## config.mk

```make
export PLATFORM = sky130hd
export DESIGN_NAME = sdf_back
export DESIGN_NICKNAME = d
export VERILOG_FILES = /design/src/design/signed_decimal_formatter_top_assert.svh /design/src/design/sdf_pkg.sv /design/src/design/sdf_back.sv
export SDC_FILE = /design/constraint.sdc
export NUM_CORES = 1
export LEC_CHECK = 0
export BUFFER_PORTS_ARGS = -buffer_cell sky130_fd_sc_hd__buf_2
export CORE_MARGIN = 2
export CORE_UTILIZATION = 51
export CTS_CLUSTER_DIAMETER = 150
export DETAILED_ROUTE_END_ITERATION = 10
export PLACE_DENSITY = 0.79
export SLEW_MARGIN = 0
export SYNTH_ARGS = -nofsm -noshare
export SYNTH_HDL_FRONTEND = slang
export SYNTH_SLANG_ARGS = --single-unit
```

## constraint.sdc

```tcl
create_clock -name clock -period 3.27 [get_ports clock]
set_input_delay 0.4905 -clock clock [delete_from_list [all_inputs] [get_ports clock]]
set_output_delay 0.4905 -clock clock [all_outputs]
set_load 0.005 [all_outputs]
```

## src/design/signed_decimal_formatter_top_assert.svh

```systemverilog
// Assertion macros for the signed decimal formatter.
`ifndef SIGNED_DECIMAL_FORMATTER_TOP_ASSERT_SVH
`define SIGNED_DECIMAL_FORMATTER_TOP_ASSERT_SVH

// Same-cycle implication, disabled during reset.
`define SDF_ASSERT_NOW(label, clk, rst, ante, cons, msg) \
   label: assert property (@(posedge clk) disable iff (rst) (ante) |-> (cons)) \
      else $error(msg);

// Next-cycle implication, disabled during reset.
`define SDF_ASSERT_NEXT(label, clk, rst, ante, cons, msg) \
   label: assert property (@(posedge clk) disable iff (rst) (ante) |=> (cons)) \
      else $error(msg);

`endif

```

## src/design/sdf_pkg.sv

```systemverilog
// Package for the signed decimal formatter: constants and shared types.
package sdf_pkg;

   localparam int VALUE_W     = 32;
   localparam int CHAR_W      = 8;
   localparam int DIGIT_W     = 4;
   localparam int MAX_DIGITS  = 10;
   localparam int COUNT_W     = 4;
   localparam int QUEUE_DEPTH = 2;
   localparam int PTR_W       = (QUEUE_DEPTH > 1) ? $clog2(QUEUE_DEPTH) : 1;
   localparam int FILL_W      = $clog2(QUEUE_DEPTH + 1);

   localparam logic [CHAR_W-1:0]  CHAR_ZERO  = 8'd48;
   localparam logic [CHAR_W-1:0]  CHAR_MINUS = 8'd45;
   localparam logic [DIGIT_W-1:0] RADIX      = 4'd10;

   // floor(x / 10) == (x * RECIP_TEN) >> RECIP_SHIFT for any 32-bit x
   localparam logic [VALUE_W-1:0] RECIP_TEN   = 32'hCCCC_CCCD;
   localparam int                 RECIP_SHIFT = 35;

   // One converted number: sign plus digits, least significant at index 0.
   typedef struct packed {
      logic                                neg;
      logic [COUNT_W-1:0]                  count;
      logic [MAX_DIGITS-1:0][DIGIT_W-1:0]  digits;
   } digit_rec_type;

   typedef struct packed {
      logic full;
      logic empty;
   } queue_status_type;

   typedef enum logic [2:0] {
      FRONT_IDLE = 3'b001,
      FRONT_CONV = 3'b010,
      FRONT_HOLD = 3'b100
   } front_state_type;

   typedef enum logic [1:0] {
      BACK_IDLE = 2'b01,
      BACK_EMIT = 2'b10
   } back_state_type;

endpackage

```

## src/design/sdf_back.sv

```systemverilog
// Back end: walks a converted number and emits one character per cycle.
module sdf_back (
   input  logic                          clock,
   input  logic                          reset,
   input  sdf_pkg::digit_rec_type        head_rec,
   input  sdf_pkg::queue_status_type     status,
   output logic                          pop,
   output logic                          rsp_valid,
   output logic [sdf_pkg::CHAR_W-1:0]    rsp_char_code,
   output logic                          rsp_last
);
   import sdf_pkg::*;

   back_state_type                      state_ff;
   logic                                neg_ff;
   logic [COUNT_W-1:0]                  idx_ff;
   logic [MAX_DIGITS-1:0][DIGIT_W-1:0]  digits_ff;
   logic                                rsp_valid_ff;
   logic [CHAR_W-1:0]                   rsp_char_code_ff;
   logic                                rsp_last_ff;

   logic              emit;
   logic              emit_last;
   logic [CHAR_W-1:0] emit_char;

   always_comb begin
      emit      = (state_ff == BACK_EMIT);
      emit_last = !neg_ff && (idx_ff == '0);
      emit_char = neg_ff ? CHAR_MINUS
                         : CHAR_ZERO + {{(CHAR_W-DIGIT_W){1'b0}}, digits_ff[idx_ff]};
      // reload on the cycle the last character goes out
      pop       = !status.empty && (!emit || emit_last);
   end

   assign rsp_valid     = rsp_valid_ff;
   assign rsp_char_code = rsp_char_code_ff;
   assign rsp_last      = rsp_last_ff;

   always_ff @(posedge clock) begin
      if (reset) begin
         state_ff     <= BACK_IDLE;
         rsp_valid_ff <= 1'b0;
      end else begin
         rsp_valid_ff <= emit;
         unique case (state_ff)
            BACK_IDLE: if (pop) state_ff <= BACK_EMIT;
            BACK_EMIT: if (emit_last && !pop) state_ff <= BACK_IDLE;
            default:   state_ff <= BACK_IDLE;
         endcase
      end
   end

   always_ff @(posedge clock) begin
      if (emit) begin
         rsp_char_code_ff <= emit_char;
         rsp_last_ff      <= emit_last;
      end
      if (pop) begin
         neg_ff    <= head_rec.neg;
         idx_ff    <= head_rec.count - COUNT_W'(1);
         digits_ff <= head_rec.digits;
      end else if (emit) begin
         if (neg_ff) neg_ff <= 1'b0;
         else        idx_ff <= idx_ff - COUNT_W'(1);
      end
   end

endmodule
```

* After elaboration in Yosys (flattened, before gate mapping)
Index checks and enable logic that the tools add are counted.
Word-level totals: bits in registers 57, latch bits 0, RAM bits 0, memory bits (read-only) 0, input port bits 49, output and inout port bits 11, memories 0
Cells by class: add/sub/neg operators 3, multipliers 0, div/mod/pow operators 0, $lt $le $gt $ge 1, equal/unequal tests 5, shifts and indexed selects 0, mux-type cells 10, bitwise gates (word level) 0, reduce and logical (&&, ||, !) cells 12
Operator list (count):
- binary-select mux 4 bit (select 4 bit) | 1
- two-way mux 4 bit | 4
- subtractor 4 x 1 -> 4 bit (second input constant) | 2
- adder 6 x 4 -> 7 bit (first input constant) | 1
- < comparator 4 x 5 -> 1 bit (second input constant) | 1
- logical NOT 1 bit | 4
- logical NOT 4 bit | 1
- two-way mux 2 bit | 2
- != test 2 bit (second input constant) | 2
- one-hot mux 2 bit (2 select lines) | 1
- AND reduction 2 bit | 2
- logical AND 1 bit | 3
- equality test 2 x 1 -> 1 bit (second input constant) | 1
- equality test 2 bit (second input constant) | 1
- two-way mux 1 bit | 2
- != test 2 x 1 -> 1 bit (second input constant) | 1
- nonzero test 2 bit | 1
- logical OR 1 bit | 1

* Depth between registers and ports, before layout
word-level depth 8, mapped depth 7

* Worst setup path before layout
Ideal clock, no wire load.
path kind flip-flop to flip-flop, start register idx_ff[1], end register idx_ff[2] (data pin), data arrival time 2.696 ns, path slack 0.309 ns, cell stages (with the launch flop) 8, clock period less this slack 2.961 ns, cells stage by stage edfxtp_1 buf_6 nor3_4 a21oi_1 nor2_2 mux2i_1 ha_1 xor2_1
Between the ends: word-level cells in the longest chain between the ends 5, elaborated cells between the ends (all ways) 8, classes of those cells add/sub: 1; mux: 3; reduce/logical: 4
RTL lines:
- from (decl) | line sdf_back.sv:16 | logic [COUNT_W-1:0] idx_ff;
- from (signal assigned) | line sdf_back.sv:60 | idx_ff <= head_rec.count - COUNT_W'(1);
- from (signal assigned) | line sdf_back.sv:64 | else idx_ff <= idx_ff - COUNT_W'(1);
- logical NOT 4 bit | line sdf_back.sv:28 | emit_last = !neg_ff && (idx_ff == '0);
- logical AND 1 bit | line sdf_back.sv:28
- logical OR 1 bit | line sdf_back.sv:32 | pop = !status.empty && (!emit || emit_last);
- logical AND 1 bit | line sdf_back.sv:32
- named net pop | line sdf_back.sv:7 | output logic pop,
- two-way mux 4 bit | line sdf_back.sv:58 | if (pop) begin
The timed path passes the listed nets, and every way through them passes these cells. The select of a mux whose other input is x is not followed. A chain may end at the register's enable or synchronous reset.

* Worst setup path after layout
start register idx_ff[0], end output port pop
Between the ends: word-level cells in the longest chain between the ends 4
RTL lines (line):
- logical NOT 4 bit | sdf_back.sv:28
- logical AND 1 bit | sdf_back.sv:28
- logical OR 1 bit | sdf_back.sv:32
- logical AND 1 bit | sdf_back.sv:32
- to (decl) | sdf_back.sv:7
Every way passes these cells.

==> metrics.yaml <==
power_and_ir_drop:
  p_leak_nw: 1.06
  swShare_pct: 22.5
  intPower_mw: 1.03
  p_total_mw: 1.33
  ir_worst_vdd_mv: 0.306
  comb_power_share_pct: 12.8
  p_per_area_nw_per_um2: 511
  seqPwrFrac_pct: 62.6
  clock_power_share_pct: 24.6
  p_sw_uw: 300
global_routing:
  first_global_vias: 1359
  antenna_found_initial: 0
  grt_overflow_total: 0
  grt_max_degree: 21
  grt_pass1_wl_mm: 5.80
  grt_use_total_pct: 15.3
setup_path:
  cp_slowest_cell: "edfxtp_1"
  cpPeakStageDelay_ns: 0.68
  setup.worst_path.class: "reg -> out"
  worstSetupEndpointType: "primary output"
  cp_top_family: "flip-flops"
  worstPathCellList: "nor3_4 > a21oi_1 > nor2_4 > buf_2"
  crit_buf_inv: 1
  crit_arrival_ns: 1.96
  required_ns: 2.78
  worstPathMaxFanout: 14
  startpoint_type: "flop"
cells_and_area:
  area_delta_synth_final_pct: 17.3
  antenna_cells: 0
  mostFrequentLayoutCell: "buf_2"
  nets: 245
  fin_util_pct: 63.7
  mostFrequentLayoutCells: "buf_2 (55), edfxtp_1 (51), mux2i_1 (21)"
  drive_gt1_share_pct: 36.1
  design_area_um2: 2600
  final_cells: 244
sta:
  finalSetupTns_ns: 0
  maxSlewViolCount: 0
  fin_crit_ns: 2.45
  fmax_mhz: 408
  finClkSkew_ns: 0.00745
  slew_headroom_pct: 55.8
  tightest_slew_ns: 0.657
  period_share_pct: 74.9
  setup_violations: 0
  rsz0062_at_grt: "no"
  hold_viol_final: 0
synth:
  netlist_area_um2: 2220
  synth_edf_count: 51
  synthTopCellsByArea: "edfxtp_1 (69%), mux2i_1 (9.5%), dfxtp_1 (2.7%)"
  yosys_warnings: 0
  yosysSeqAreaShare_pct: 71.7
  synth_flop_cell: "edfxtp_1"
  ys_seq_elements: 54
  synthCells: 136
  synthDistinctLibCells: 32
  syn_avg_cell_area_um2: 16.3
  yosysTopAreaCellShare_pct: 69.0
  async_flop_share_pct: 0
  synth_top_area_cell: "edfxtp_1"
hold_path:
  hold_path_class: "in -> reg"
route:
  drt_iter0_drc: 143
  via_per_inst: 5.32
  routedWlPerCell_um: 14.6
  first_pass_iters: 5
  antenna_left: 0
  drt-total-wl_mm: 3.56
  via_count: 1297
  route.detailed.drc: 0
floorplanning:
  core_area_um2: 4090
  die_w_um: 70.0
  initial_core_util_pct: 54.3
  rows: 23
  dieArea_um2: 4890
  io_pins: 60
  fp.dieH_um: 70.0
clock_network:
  path_clk_slew_ns: 0.09
  clock_sinks: 54
  post_cts.repair.setup_buffers: 0
  clock_latency_ns: 0.30
  root_buffer: "clkbuf_8"
  htree_levels: 2
  post_cts_resize_count: 0
  cts.hold.buffers_added: 0
  cts_buffers: 5
  cts_max_path_buffers: 2
  cts_tree: "yes"
place:
  placed_area_um2: 2530
  place_inst: 238
  routabilityCongestion: 0.789
  io_buffer_count: 55
  dp_hpwl_mm: 2.66
outcome:
  status: "complete, no violations"
job:
  maxCapViolCount: 0
## cells by family (layout without fill, tap and decap cells)
kind of cell	count (synthesis)	in the layout	synth area share, %
fa+ha+maj	1	1	0.564
xor+xnor	3	3	1.18
compound gates	18	18	5.36
other cells	2	3	0.339
flops	54	54	71.7
simple gates	26	26	7.22
mux	22	22	10.5
buf+inv	10	67	3.10
## Yosys cell counts (3+ instances only)
library cell,count
a21oi_1,6
a22oi_1,4
buf_4,4
dfxtp_1,3
edfxtp_1,51
inv_1,3
mux2i_1,21
nand3_1,6
nor2_1,6
o211ai_1,3
## per-stage QoR
step	hold slack (ns)	setup WS (ns)
after floorplan	0.456	0.309
after global placement	0.469	1.08
after detailed placement	0.494	1.01
after CTS	0.355	0.816
after global routing	0.347	0.726
final	0.361	0.822
## final timing paths
kind / start / to / slack (ns) / cells past startpoint
setup reg to reg: idx_ff[0] / idx_ff[2] / 0.97 / 6
hold reg to reg: state_ff[0] / state_ff[1] / 0.51 / 2
setup / recovery: idx_ff[0] / pop / 0.82 / 4
hold / removal: head_rec[29] / digits_ff[29] / 0.36 / 1
## metal layers
layer | track usage (%) | up-vias | share of wire (%)
li1 | - | 624 | -
met1 | 17.5 | 607 | 38
met2 | 27.0 | 60 | 53
met3 | 3.61 | 6 | 6.8
met4 | 7.48 | 0 | 1.3
met5 | 0 | - | 0
## state kept, by name (all words and copies together) (netlist names)
signal	count
digits_ff	40
rsp_char_code	5
idx_ff	4
rsp_last	1
neg_ff	1
state_ff	2
rsp_valid	1
## power groups by stage
stage | combinational (mW) | clock, mW | sequential (mW)
after CTS | 0.172 | 0.334 | 0.833
after global placement | 0.165 | 0 | 0.847
after global routing | 0.190 | 0.363 | 0.837
after floorplan | 0.132 | 0 | 0.835
final | 0.170 | 0.328 | 0.833
after detailed placement | 0.170 | 0 | 0.849
## final cells by class
| cell class | count | area, um^2 |
|---|---|---|
| Sequential cell | 54 | 1590 |
| Clock buffer | 5 | 68.8 |
| Fill cell | 310 | 1480 |
| Clock inverter | 1 | 3.75 |
| Timing Repair Buffer | 58 | 298 |
| Tap cell | 50 | 62.6 |
| Inverter | 3 | 11.3 |
| Multi-Input combinational cell | 73 | 567 |
## worst register-to-register path: stages (launching register included)
cell      delay (ns)
edfxtp_1        0.68
nor3_4          0.36
a21oi_1         0.14
nor2_4          0.29
mux2i_1         0.16
ha_1            0.26
xor2_1          0.16
Note: power is estimated with default switching activity, not from simulation.
