<file path="src/design/signed_decimal_formatter_top_assert.svh">
// Assertion macros for the signed decimal formatter.
`ifndef SIGNED_DECIMAL_FORMATTER_TOP_ASSERT_SVH
`define SIGNED_DECIMAL_FORMATTER_TOP_ASSERT_SVH

// Same-cycle implication, disabled during reset.
`define SDF_ASSERT_NOW(label, clk, rst, ante, cons, msg) \
   label: assert property (@(posedge clk) disable iff (rst) (ante) |-> (cons)) \
      else $error(msg);

// Next-cycle implication, disabled during reset.
`define SDF_ASSERT_NEXT(label, clk, rst, ante, cons, msg) \
   label: assert property (@(posedge clk) disable iff (rst) (ante) |=> (cons)) \
      else $error(msg);

`endif

</file>
<file path="src/design/sdf_pkg.sv">
// Package for the signed decimal formatter: constants and shared types.
package sdf_pkg;

   localparam int VALUE_W     = 32;
   localparam int CHAR_W      = 8;
   localparam int DIGIT_W     = 4;
   localparam int MAX_DIGITS  = 10;
   localparam int COUNT_W     = 4;
   localparam int QUEUE_DEPTH = 2;
   localparam int PTR_W       = (QUEUE_DEPTH > 1) ? $clog2(QUEUE_DEPTH) : 1;
   localparam int FILL_W      = $clog2(QUEUE_DEPTH + 1);

   localparam logic [CHAR_W-1:0]  CHAR_ZERO  = 8'd48;
   localparam logic [CHAR_W-1:0]  CHAR_MINUS = 8'd45;
   localparam logic [DIGIT_W-1:0] RADIX      = 4'd10;

   // floor(x / 10) == (x * RECIP_TEN) >> RECIP_SHIFT for any 32-bit x
   localparam logic [VALUE_W-1:0] RECIP_TEN   = 32'hCCCC_CCCD;
   localparam int                 RECIP_SHIFT = 35;

   // One converted number: sign plus digits, least significant at index 0.
   typedef struct packed {
      logic                                neg;
      logic [COUNT_W-1:0]                  count;
      logic [MAX_DIGITS-1:0][DIGIT_W-1:0]  digits;
   } digit_rec_type;

   typedef struct packed {
      logic full;
      logic empty;
   } queue_status_type;

   typedef enum logic [2:0] {
      FRONT_IDLE = 3'b001,
      FRONT_CONV = 3'b010,
      FRONT_HOLD = 3'b100
   } front_state_type;

   typedef enum logic [1:0] {
      BACK_IDLE = 2'b01,
      BACK_EMIT = 2'b10
   } back_state_type;

endpackage

</file>
<file path="src/design/sdf_queue.sv">
// Short FIFO of converted numbers between front and back end.
module sdf_queue (
   input  logic                          clock,
   input  logic                          reset,
   input  logic                          push_valid,
   input  sdf_pkg::digit_rec_type        push_rec,
   input  logic                          pop,
   output sdf_pkg::digit_rec_type        head_rec,
   output sdf_pkg::queue_status_type     status
);
   import sdf_pkg::*;

   digit_rec_type       entries_ff [QUEUE_DEPTH];
   logic [PTR_W-1:0]    wr_ptr_ff, rd_ptr_ff;
   logic [FILL_W-1:0]   fill_ff;
   logic                do_push, do_pop;

   assign status.full  = (fill_ff == FILL_W'(QUEUE_DEPTH));
   assign status.empty = (fill_ff == '0);
   assign do_push      = push_valid && !status.full;
   assign do_pop       = pop && !status.empty;
   assign head_rec     = entries_ff[rd_ptr_ff];

   function automatic logic [PTR_W-1:0] ptr_next(input logic [PTR_W-1:0] p);
      return (p == PTR_W'(QUEUE_DEPTH - 1)) ? '0 : p + PTR_W'(1);
   endfunction

   always_ff @(posedge clock) begin
      if (reset) begin
         wr_ptr_ff <= '0;
         rd_ptr_ff <= '0;
         fill_ff   <= '0;
      end else begin
         if (do_push) wr_ptr_ff <= ptr_next(wr_ptr_ff);
         if (do_pop)  rd_ptr_ff <= ptr_next(rd_ptr_ff);
         if (do_push && !do_pop)      fill_ff <= fill_ff + FILL_W'(1);
         else if (do_pop && !do_push) fill_ff <= fill_ff - FILL_W'(1);
      end
   end

   always_ff @(posedge clock) begin
      if (do_push) entries_ff[wr_ptr_ff] <= push_rec;
   end

endmodule

</file>
<file path="config.mk">
export PLATFORM = sky130hd
export DESIGN_NAME = sdf_queue
export DESIGN_NICKNAME = d
export VERILOG_FILES = /design/src/design/signed_decimal_formatter_top_assert.svh /design/src/design/sdf_pkg.sv /design/src/design/sdf_queue.sv
export SDC_FILE = /design/constraint.sdc
export NUM_CORES = 1
export LEC_CHECK = 0
export BUFFER_PORTS_ARGS = -buffer_cell sky130_fd_sc_hd__clkbuf_2
export CORE_MARGIN = 4
export CORE_UTILIZATION = 51
export DETAILED_ROUTE_END_ITERATION = 8
export HOLD_SLACK_MARGIN = 0.03
export PLACE_DENSITY = 0.84
export SLEW_MARGIN = 0
export SYNTH_ARGS = -nofsm -noshare
export SYNTH_HDL_FRONTEND = slang
export SYNTH_SLANG_ARGS = --single-unit
</file>
<file path="constraint.sdc">
create_clock -name clock -period 2.42 [get_ports clock]
set_input_delay 0.121 -clock clock [delete_from_list [all_inputs] [get_ports clock]]
set_output_delay 0.121 -clock clock [all_outputs]
set_load 0.02 [all_outputs]
</file>
## Yosys cells after proc, flatten, opt, wreduce, memory -nomap -nowiden

Memory sizes are Yosys's and may differ from the RTL's. A register that Yosys moved wholly into a read port is not among the register bits.
Index checks and enable logic that the tools add are counted.
Widths: inputs -> output; s select.

- Register bits after elaboration: 4
- Memory bits (writable): 90
- Input port bits: 49
- Output and inout port bits: 47
- Logic and storage cells: 27
- Memories kept: 1

Memory list:

| name | words | width | rd ports | clocked after Yosys merged registers in | write ports | line | RTL |
|---|---|---|---|---|---|---|---|
| entries_ff | 2 | 45 | 1 | 1 | 1 | sdf_queue.sv:13 | `digit_rec_type entries_ff [QUEUE_DEPTH];` |

- Add/subtract/negate cells: 4
- Equal/unequal tests: 1
- Muxes and demuxes: 8
- Reductions and logical operators: 10

Operators with widths:

| kind | count |
|---|---|
| $mux 1 | 6 |
| $logic_and 1x1->1 | 4 |
| $logic_not 1->1 | 4 |
| $mux 2 | 2 |
| $add 1x1->1 const B | 2 |
| $add 2x1->2 const B | 1 |
| $eq 2x2->1 const B | 1 |
| $logic_not 2->1 | 1 |
| $reduce_bool 2->1 | 1 |
| $sub 2x1->2 const B | 1 |

## Longest topological paths before layout

Gate-level depths: netlist of run 1.

- Word-level depth: 7
- Mapped depth: 6
- Mapped depth without buffers: 6

## Least setup slack after synthesis of run 1

No wires, ideal clock.

- Path kind: reg-to-reg
- Start point: reg fill_ff[1]
- End point: mem entries_ff[1][0] in the netlist's numbering (enable)
- Setup time: 0.407 ns
- Arrival: 1.746 ns
- Data required time: 2.013 ns
- Slack: 0.267 ns
- Cell stages (with the launch flop): 4
- Buffers on the path: 0
- Period minus slack after synthesis: 2.153 ns
- Cell sequence: dfxtp_1 -> nor2b_2 -> nor2_1 -> and2_1

RTL lines:

| item | line | RTL |
|---|---|---|
| start, declared | sdf_queue.sv:15 | `logic [FILL_W-1:0] fill_ff;` |
| start signal, assigned | sdf_queue.sv:36 | `if (do_push && !do_pop) fill_ff <= fill_ff + FILL_W'(1);` |
| start signal, assigned | sdf_queue.sv:37 | `else if (do_pop && !do_push) fill_ff <= fill_ff - FILL_W'(1);` |
| end, declared | sdf_queue.sv:13 |  |

==> results.txt, run 1 <==
The final-report hold violation count was 0; the first-pass detailed-route iteration total was 4. The synthesized area is 0.003452 mm². The floorplan step set the die width to 90.27 µm. Data on the critical path arrives at its endpoint at 1790 ps. For the post-layout utilization of the core, the log shows 0.7282.

In the layout the commonest cells are 95 x sky130_fd_sc_hd__clkbuf_2, 90 x sky130_fd_sc_hd__edfxtp_1, 46 x sky130_fd_sc_hd__dlygate4sd3_1. The total track usage is 0.1718. Cell at the root of the clock tree: sky130_fd_sc_hd__clkbuf_8.

The synthesis warning total is 0. The worst register-to-register path ends at entries_ff[0][13]. Headroom to the max-slew limit: 0.6610.

The critical path class is register to output port. For the post-route cell area, the log shows 0.004703 mm². The layout cell share with drive strength beyond 1 was 0.5124. Global-route wire length before repair: 10.71 mm. STA puts the critical path data required time at 2300 ps. 0 antenna diodes ended up in the layout. Post-CTS repair changed the size of 0 cells. The die is 90.27 µm tall.

STA classifies the critical path startpoint as a register. The standard-cell row count is 29, and the number of nets in the final layout is 367. On the worst path, the slowest cell contributes a delay of 660 ps. Traced cell by cell, the critical path runs through buf_12 -> mux2_2 -> clkbuf_2.

Summing all multi-input logic gate instances after layout gives 618.1 µm². The synthesized netlist contains 13 unique library cells. The worst register-to-register path has a depth of 4. The total setup buffers inserted after CTS was 0. The count of nets left with antenna violations once routing finished came out at 0.

The logs give 2006 for the via count and 0.006459 mm² for the total core area. The worst register-to-register path begins at fill_ff[0]. The number of slew-limit violations in the final report is 0. The register area share after synthesis came out at 0.8119. For the storage element area, the log shows 0.002804 mm². Counting every sink on the clock net gives 95. The final setup skew was 6.477 ps; the number of max-cap violations was 0.

TritonCTS built the clock tree. The total length of routed wires was 6.548 mm. The final worst-path cycle share is 0.7898, and the count of boundary I/O pins is 96.

For this block, the initial DRC count from the detailed router was 61. The later pin in the worst-skew pair is clocked with a latency of 330 ps. For flop-to-flop paths, the worst setup slack is 630 ps. The worst hold path begins at push_valid.

Power spread over the standard cell area amounts to 955.0 mW/mm². Global routing finished with a remaining overflow of 0. Counting along the longest clock path gives a buffer depth of 2.

The tools report the peak clock frequency supported by timing as 523.2 MHz. The area added between synthesis and finish came out at 36.24%. Starting density of the core: 0.5345. Clock-pin slew was measured on the worst setup and hold paths at 90 ps.

The flow ran to the end, and the final reports show no timing, DRC or antenna violations. The worst hold path belongs to the class primary input to register. STA classifies the critical path endpoint as an output port. The wire-length estimate of the detail-placed layout is 3.795 mm.

At the pin with the least slew margin, the transition time is 508.5 ps. CTS built an H-tree with a depth of 3. After clock tree synthesis, the flow added hold-fix buffers numbering 46. In the routed layout, each cell is associated on average with a via count of 5.028.

TritonCTS created 9 clock buffers. The net count of the mapped netlist came out at 215. Reported leakage power: 1.811 nW. The tools report the total setup violations reported at the end of the flow as 0. Setup repair after global routing left no endpoint under its margin. The run gives 0 as the number of antenna violations at the first check in global routing. The post-route minimum period was 1911 ps. Leaving out fill and tap cells, the most frequent cell in the layout is sky130_fd_sc_hd__clkbuf_2. The overall power of the completed layout was 4.492 mW; the final sum of negative setup slack was 0 ps. The run gives 0.7040 as the final estimated routing congestion in global placement. The number of port buffers is 95, and the top fanout value on the critical path is 26.

After detailed routing, the number of remaining DRC violations is 0. The routed length per instance was 16.41 µm; the filler cell count in the final layout was 422. The via count of the first global-routing pass is 2142. VDD sags by at most 634.7 µV.

The tools report the cell area after placement as 0.004064 mm². The critical path ends at head_rec[23]. The mean cell area of the mapped netlist came out at 20.92 µm².

The cell with the largest stage delay on the worst path was sky130_fd_sc_hd__dfxtp_2. The floorplan step defined a die boundary enclosing 0.008149 mm². The synthesized instance count came out at 165. After synthesis the netlist holds a flip-flop and latch count of 95.

Entering global routing, the biggest net connects 27 pins.
==> how the worst min path moves through the flow <==
stage / end / slack [ps] / cells past startpoint
after floorplan: fill_ff[1] / 190 / 1
after global placement: entries_ff[0][11] / 310 / 1
after detailed placement: entries_ff[1][43] / 310 / 1
after CTS: wr_ptr_ff / 170 / 4
after global routing: wr_ptr_ff / 230 / 4
final: wr_ptr_ff / 220 / 4
==> sequential cells by signal, summed over array words and instances, names as in the netlist, named ones only <==
name        count
entries_ff     90
fill_ff         2
rd_ptr_ff       1
wr_ptr_ff       1
==> cells by family after synthesis <==
group           Yosys count  share of synthesized area
simple gates              9                    0.01341
fa+ha+maj                 1                   0.003624
buf+inv                   7                   0.009423
flops                    95                     0.8119
compound gates            5                   0.007248
xor+xnor                  3                   0.007613
mux                      45                     0.1468
==> Yosys cell counts, drive strengths merged <==
cell | instances | area, µm²
buf | 5 | 25.02
o21ai | 3 | 15.01
nor2b | 1 | 8.760
and2 | 1 | 6.260
xor2 | 3 | 26.28
ha | 1 | 12.51
a21oi | 2 | 10.01
dfxtp | 5 | 100.1
inv | 2 | 7.510
or3 | 2 | 12.51
mux2 | 45 | 506.7
edfxtp | 90 | 2703
nor2 | 5 | 18.77
==> critical path, delay by kind of cell, from the launching register on <==
| family | cells | cell delay, ps |
|---|---|---|
| buf+inv | 2 | 410 |
| flops | 1 | 660 |
| mux | 1 | 370 |
==> where the power goes <==
part / switching [mW] / internal [mW] / total (mW) / leakage, nW
clock: 0.542 / 0.384 / 0.927 / 0.0866
combinational: 0.789 / 0.596 / 1.38 / 0.842
sequential: 0.115 / 2.07 / 2.18 / 0.882
total: 1.45 / 3.05 / 4.49 / 1.81
==> routing by layer <==
layer,vias up,part of all wire,track usage
li1,944,-,-
met1,967,0.38,0.1983
met2,89,0.55,0.3037
met3,6,0.063,0.05917
met4,0,0.0072,0.04847
met5,-,0,0
==> per-stage QoR <==
| stage | setup WS (ps) | std cells | hold WS, ps |
|---|---|---|---|
| floorplan | 266.6 | 165 | 190.1 |
| global placement | 718.9 | 337 | 310.5 |
| detailed placement | 664.8 | 337 | 314.8 |
| CTS | 483.2 | 399 | 168.1 |
| global route | 393.0 | 399 | 234.8 |
| finish | 508.7 | 399 | 216.9 |
==> cell type report <==
class / count / area share
clock buffer: 9 / 0.02634
clock inverter: 7 / 0.01171
inverter: 2 / 0.001596
multi-input combinational: 63 / 0.1314
sequential: 95 / 0.5962
tap: 77 / 0.02048
timing repair buffer: 146 / 0.2123
Note: power is estimated with default switching activity, not from simulation.
==> inputs of run 2 (changes only) <==
--- a/config.mk
+++ b/config.mk
@@ -7,10 +7,10 @@
 export LEC_CHECK = 0
 export BUFFER_PORTS_ARGS = -buffer_cell sky130_fd_sc_hd__clkbuf_2
 export CORE_MARGIN = 4
-export CORE_UTILIZATION = 51
+export CORE_UTILIZATION = 46
 export DETAILED_ROUTE_END_ITERATION = 8
 export HOLD_SLACK_MARGIN = 0.03
-export PLACE_DENSITY = 0.84
+export PLACE_DENSITY = 0.8
 export SLEW_MARGIN = 0
 export SYNTH_ARGS = -nofsm -noshare
 export SYNTH_HDL_FRONTEND = slang
==> constraint.sdc (replaced) <==
create_clock -name clock -period 1.62 [get_ports clock]
set_input_delay 0.081 -clock clock [delete_from_list [all_inputs] [get_ports clock]]
set_output_delay 0.081 -clock clock [all_outputs]
set_load 0.02 [all_outputs]
==> run 2 against run 1 <==
  * Clock skew about the same
  * Largest cell class unchanged
  * Critical path depth unchanged
  * First-iteration DRC count up 23%
  * Worst setup slack worse by 430 ps
  * Critical endpoint is now head_rec[27]
==> results.txt, run 2 (synthesized netlist as in run 1, its figures left out) <==
The tools report the number of slew-limit violations in the final report as 0. The worst setup path is captured at an output port. The routed design could run at a clock period as short as 1544 ps. For this design the static power due to leakage is 1.828 nW.

The area added between synthesis and finish works out to 39.25%. The global-route track usage on met3 came out at 0.02948. The first TritonRoute pass finished after 4 iterations. The worst setup path is launched from a register. For this run, the number of standard cells in the final layout without fillers is 422. Final worst-path cycle share: 0.9530. Across the VDD grid, the largest voltage drop is 845.7 µV. For the final-report hold violation count, the log shows 0. Setup repair after global routing left no endpoint under its margin. Counting the buffers created by CTS gives 9. TritonCTS built the clock tree.

Across the run, the number of max-cap violations was 0. The data required time at the worst endpoint was 1540 ps. For the arrival time of data at the critical path endpoint, the log shows 1460 ps. Dividing total power by cell area gives a power density of 1430 mW/mm². The run finished with clean final reports. After floorplanning, the core was sized to cover 0.007292 mm². The clock drives 95 sinks.

The clock group share of total power is 0.211, and the number of nets in the final layout is 368. Class of the tightest hold or removal check: primary input to register. In this run the number of H-tree levels came out at 3. The die is 94.63 µm wide. The number of flip-flops in the largest register was 90.

The tools report the via count of the first global-routing pass as 2064. At the placement stage, the worst setup path has a slack of 8.296 ps. For this design the top-level I/O count stands at 96. The layout cell share with drive strength beyond 1 works out to 0.5139.

The filler cell count in the final layout was 550. The run gives 0.8304 as the headroom to the max-slew limit. For the post-route antenna net violation count, the log shows 0.

0 antenna diodes ended up in the layout. Based on the critical path, the design can be clocked at up to 647.7 MHz. Ranked by flip-flop count, first place goes to entries_ff. Global routing finished with a remaining overflow of 0.

The clock-pin slew on the worst setup and hold paths was 80 ps; the total setup violations reported at the end of the flow was 0. The net switching share of the total power came out at 0.3066. Final estimated routing congestion in global placement: 0.7449. The count of buffers added on input and output ports is 95. The logs give 4.768 mW for the internal power summed over all cells and 9.929 mm for the global-route wire length before repair. Routed length per instance: 15.50 µm. The routing usage on met1 was 0.1701; the net switching power was 2.108 mW. The die is 94.63 µm tall. Of all nets on the critical path, the largest fanout is 23.

The initialized floorplan defines 31 standard-cell rows. The routed via count divided by cell count works out to 4.694. The total track usage was 0.1491.

The critical path class is register to output port. Between clock sinks in the finished design, the worst skew comes to 6.450 ps. The tools report the starting density of the core as 0.4734. The most congested layer reported by global routing is met2. The total length of routed wires came out at 6.542 mm. The run gives 46 as the maximum number of pins on one net before global-route repair.

The root buffer cell chosen for the clock tree is sky130_fd_sc_hd__clkbuf_8. The largest registers in the layout are entries_ff: 90 flops, fill_ff: 2 flops. The library cell used most frequently in the layout, excluding fill and tap cells, is sky130_fd_sc_hd__clkbuf_2. For the pin with the worst max-slew slack, the measured transition is 252.7 ps. The met2 demand-to-capacity share in global routing was 0.2719; the clock latency on the worst-skew pair was 340 ps. The number of antenna violations at the first check in global routing was 0; the least setup slack across all paths after layout was 76.10 ps. The logs give 0.323 for the combinational cell fraction of total power and 2 for the deepest clock path buffer count. The logs give 0 for the number of DRC violations after detailed routing and 359 for the total instance count after detailed placement. The top cell types in the final layout, fill and taps aside, are 95 x sky130_fd_sc_hd__clkbuf_2, 90 x sky130_fd_sc_hd__edfxtp_1, 46 x sky130_fd_sc_hd__dlygate4sd3_1. Area of the die: 0.008955 mm².

Summing over every cut layer, the via total after detailed routing is 1981. The sequential cell fraction of total power was 0.466. For this block, the initial DRC count from the detailed router was 75. Detailed placement finished with a half-perimeter wire length of 3.922 mm.
==> run 2: worst paths after layout <==
check	startpoint	endpoint	slack [ps]	cells after the start
max reg2reg	fill_ff[1]	entries_ff[0][33]	90	4
min reg2reg	fill_ff[1]	fill_ff[1]	510	2
max	register	head_rec[27]	80	3
min	push_valid	wr_ptr_ff	160	4
==> run 2: metal layers <==
metal | vias up | part of all wire
met5 | - | 0
met4 | 0 | 0.010
met3 | 7 | 0.043
met2 | 56 | 0.54
met1 | 966 | 0.40
li1 | 952 | -
==> run 2: cell type report <==
cell class / instances / area [µm²] / share of cell area
sequential: 95 / 2806 / 0.5838
timing repair buffer: 147 / 1049 / 0.2181
multi-input combinational: 63 / 628.1 / 0.1307
clock buffer: 10 / 127.6 / 0.02655
tap: 99 / 123.9 / 0.02577
clock inverter: 6 / 61.31 / 0.01275
inverter: 2 / 11.26 / 0.002343
==> run 2: stage by stage <==
stage                     instance area [µm²]  power [mW]  setup TNS (ps)  hold WS, ps  utilization
after global routing                     4807       7.240               0        164.5       0.6592
after CTS                                4782       6.905               0        137.2       0.6558
final                                    4807       6.876               0        155.6       0.6592
after floorplan                          3470       4.626           -5031        142.7            -
after detailed placement                 4133       5.352               0        273.6       0.5667
after global placement                   4133       5.292               0        271.4       0.5667
==> run 2: worst max-delay path, stage by stage (launching register included) <==
cell and delay (ps):
sky130_fd_sc_hd__dfxtp_2 390, sky130_fd_sc_hd__buf_12 190, sky130_fd_sc_hd__mux2_2 380, sky130_fd_sc_hd__clkbuf_2 170
==> run 2: power by group through the flow <==
stage	sequential [mW]	clock, mW	combinational (mW)
after floorplan	3.22	0	1.41
after global placement	3.23	0	2.07
after detailed placement	3.25	0	2.10
after CTS	3.20	1.51	2.20
after global routing	3.24	1.61	2.38
final	3.20	1.45	2.22
==> run 2: repair_timing <==
| item | in CTS | in global routing |
|---|---|---|
| endpoints found under the hold margin | 95 | 0 |
| setup buffers | 0 | 0 |
| setup endpoints to repair | 1 | 13 |
| hold buffers | 46 | 0 |
| cloned | 0 | 1 |
| resized for setup | 1 | 0 |
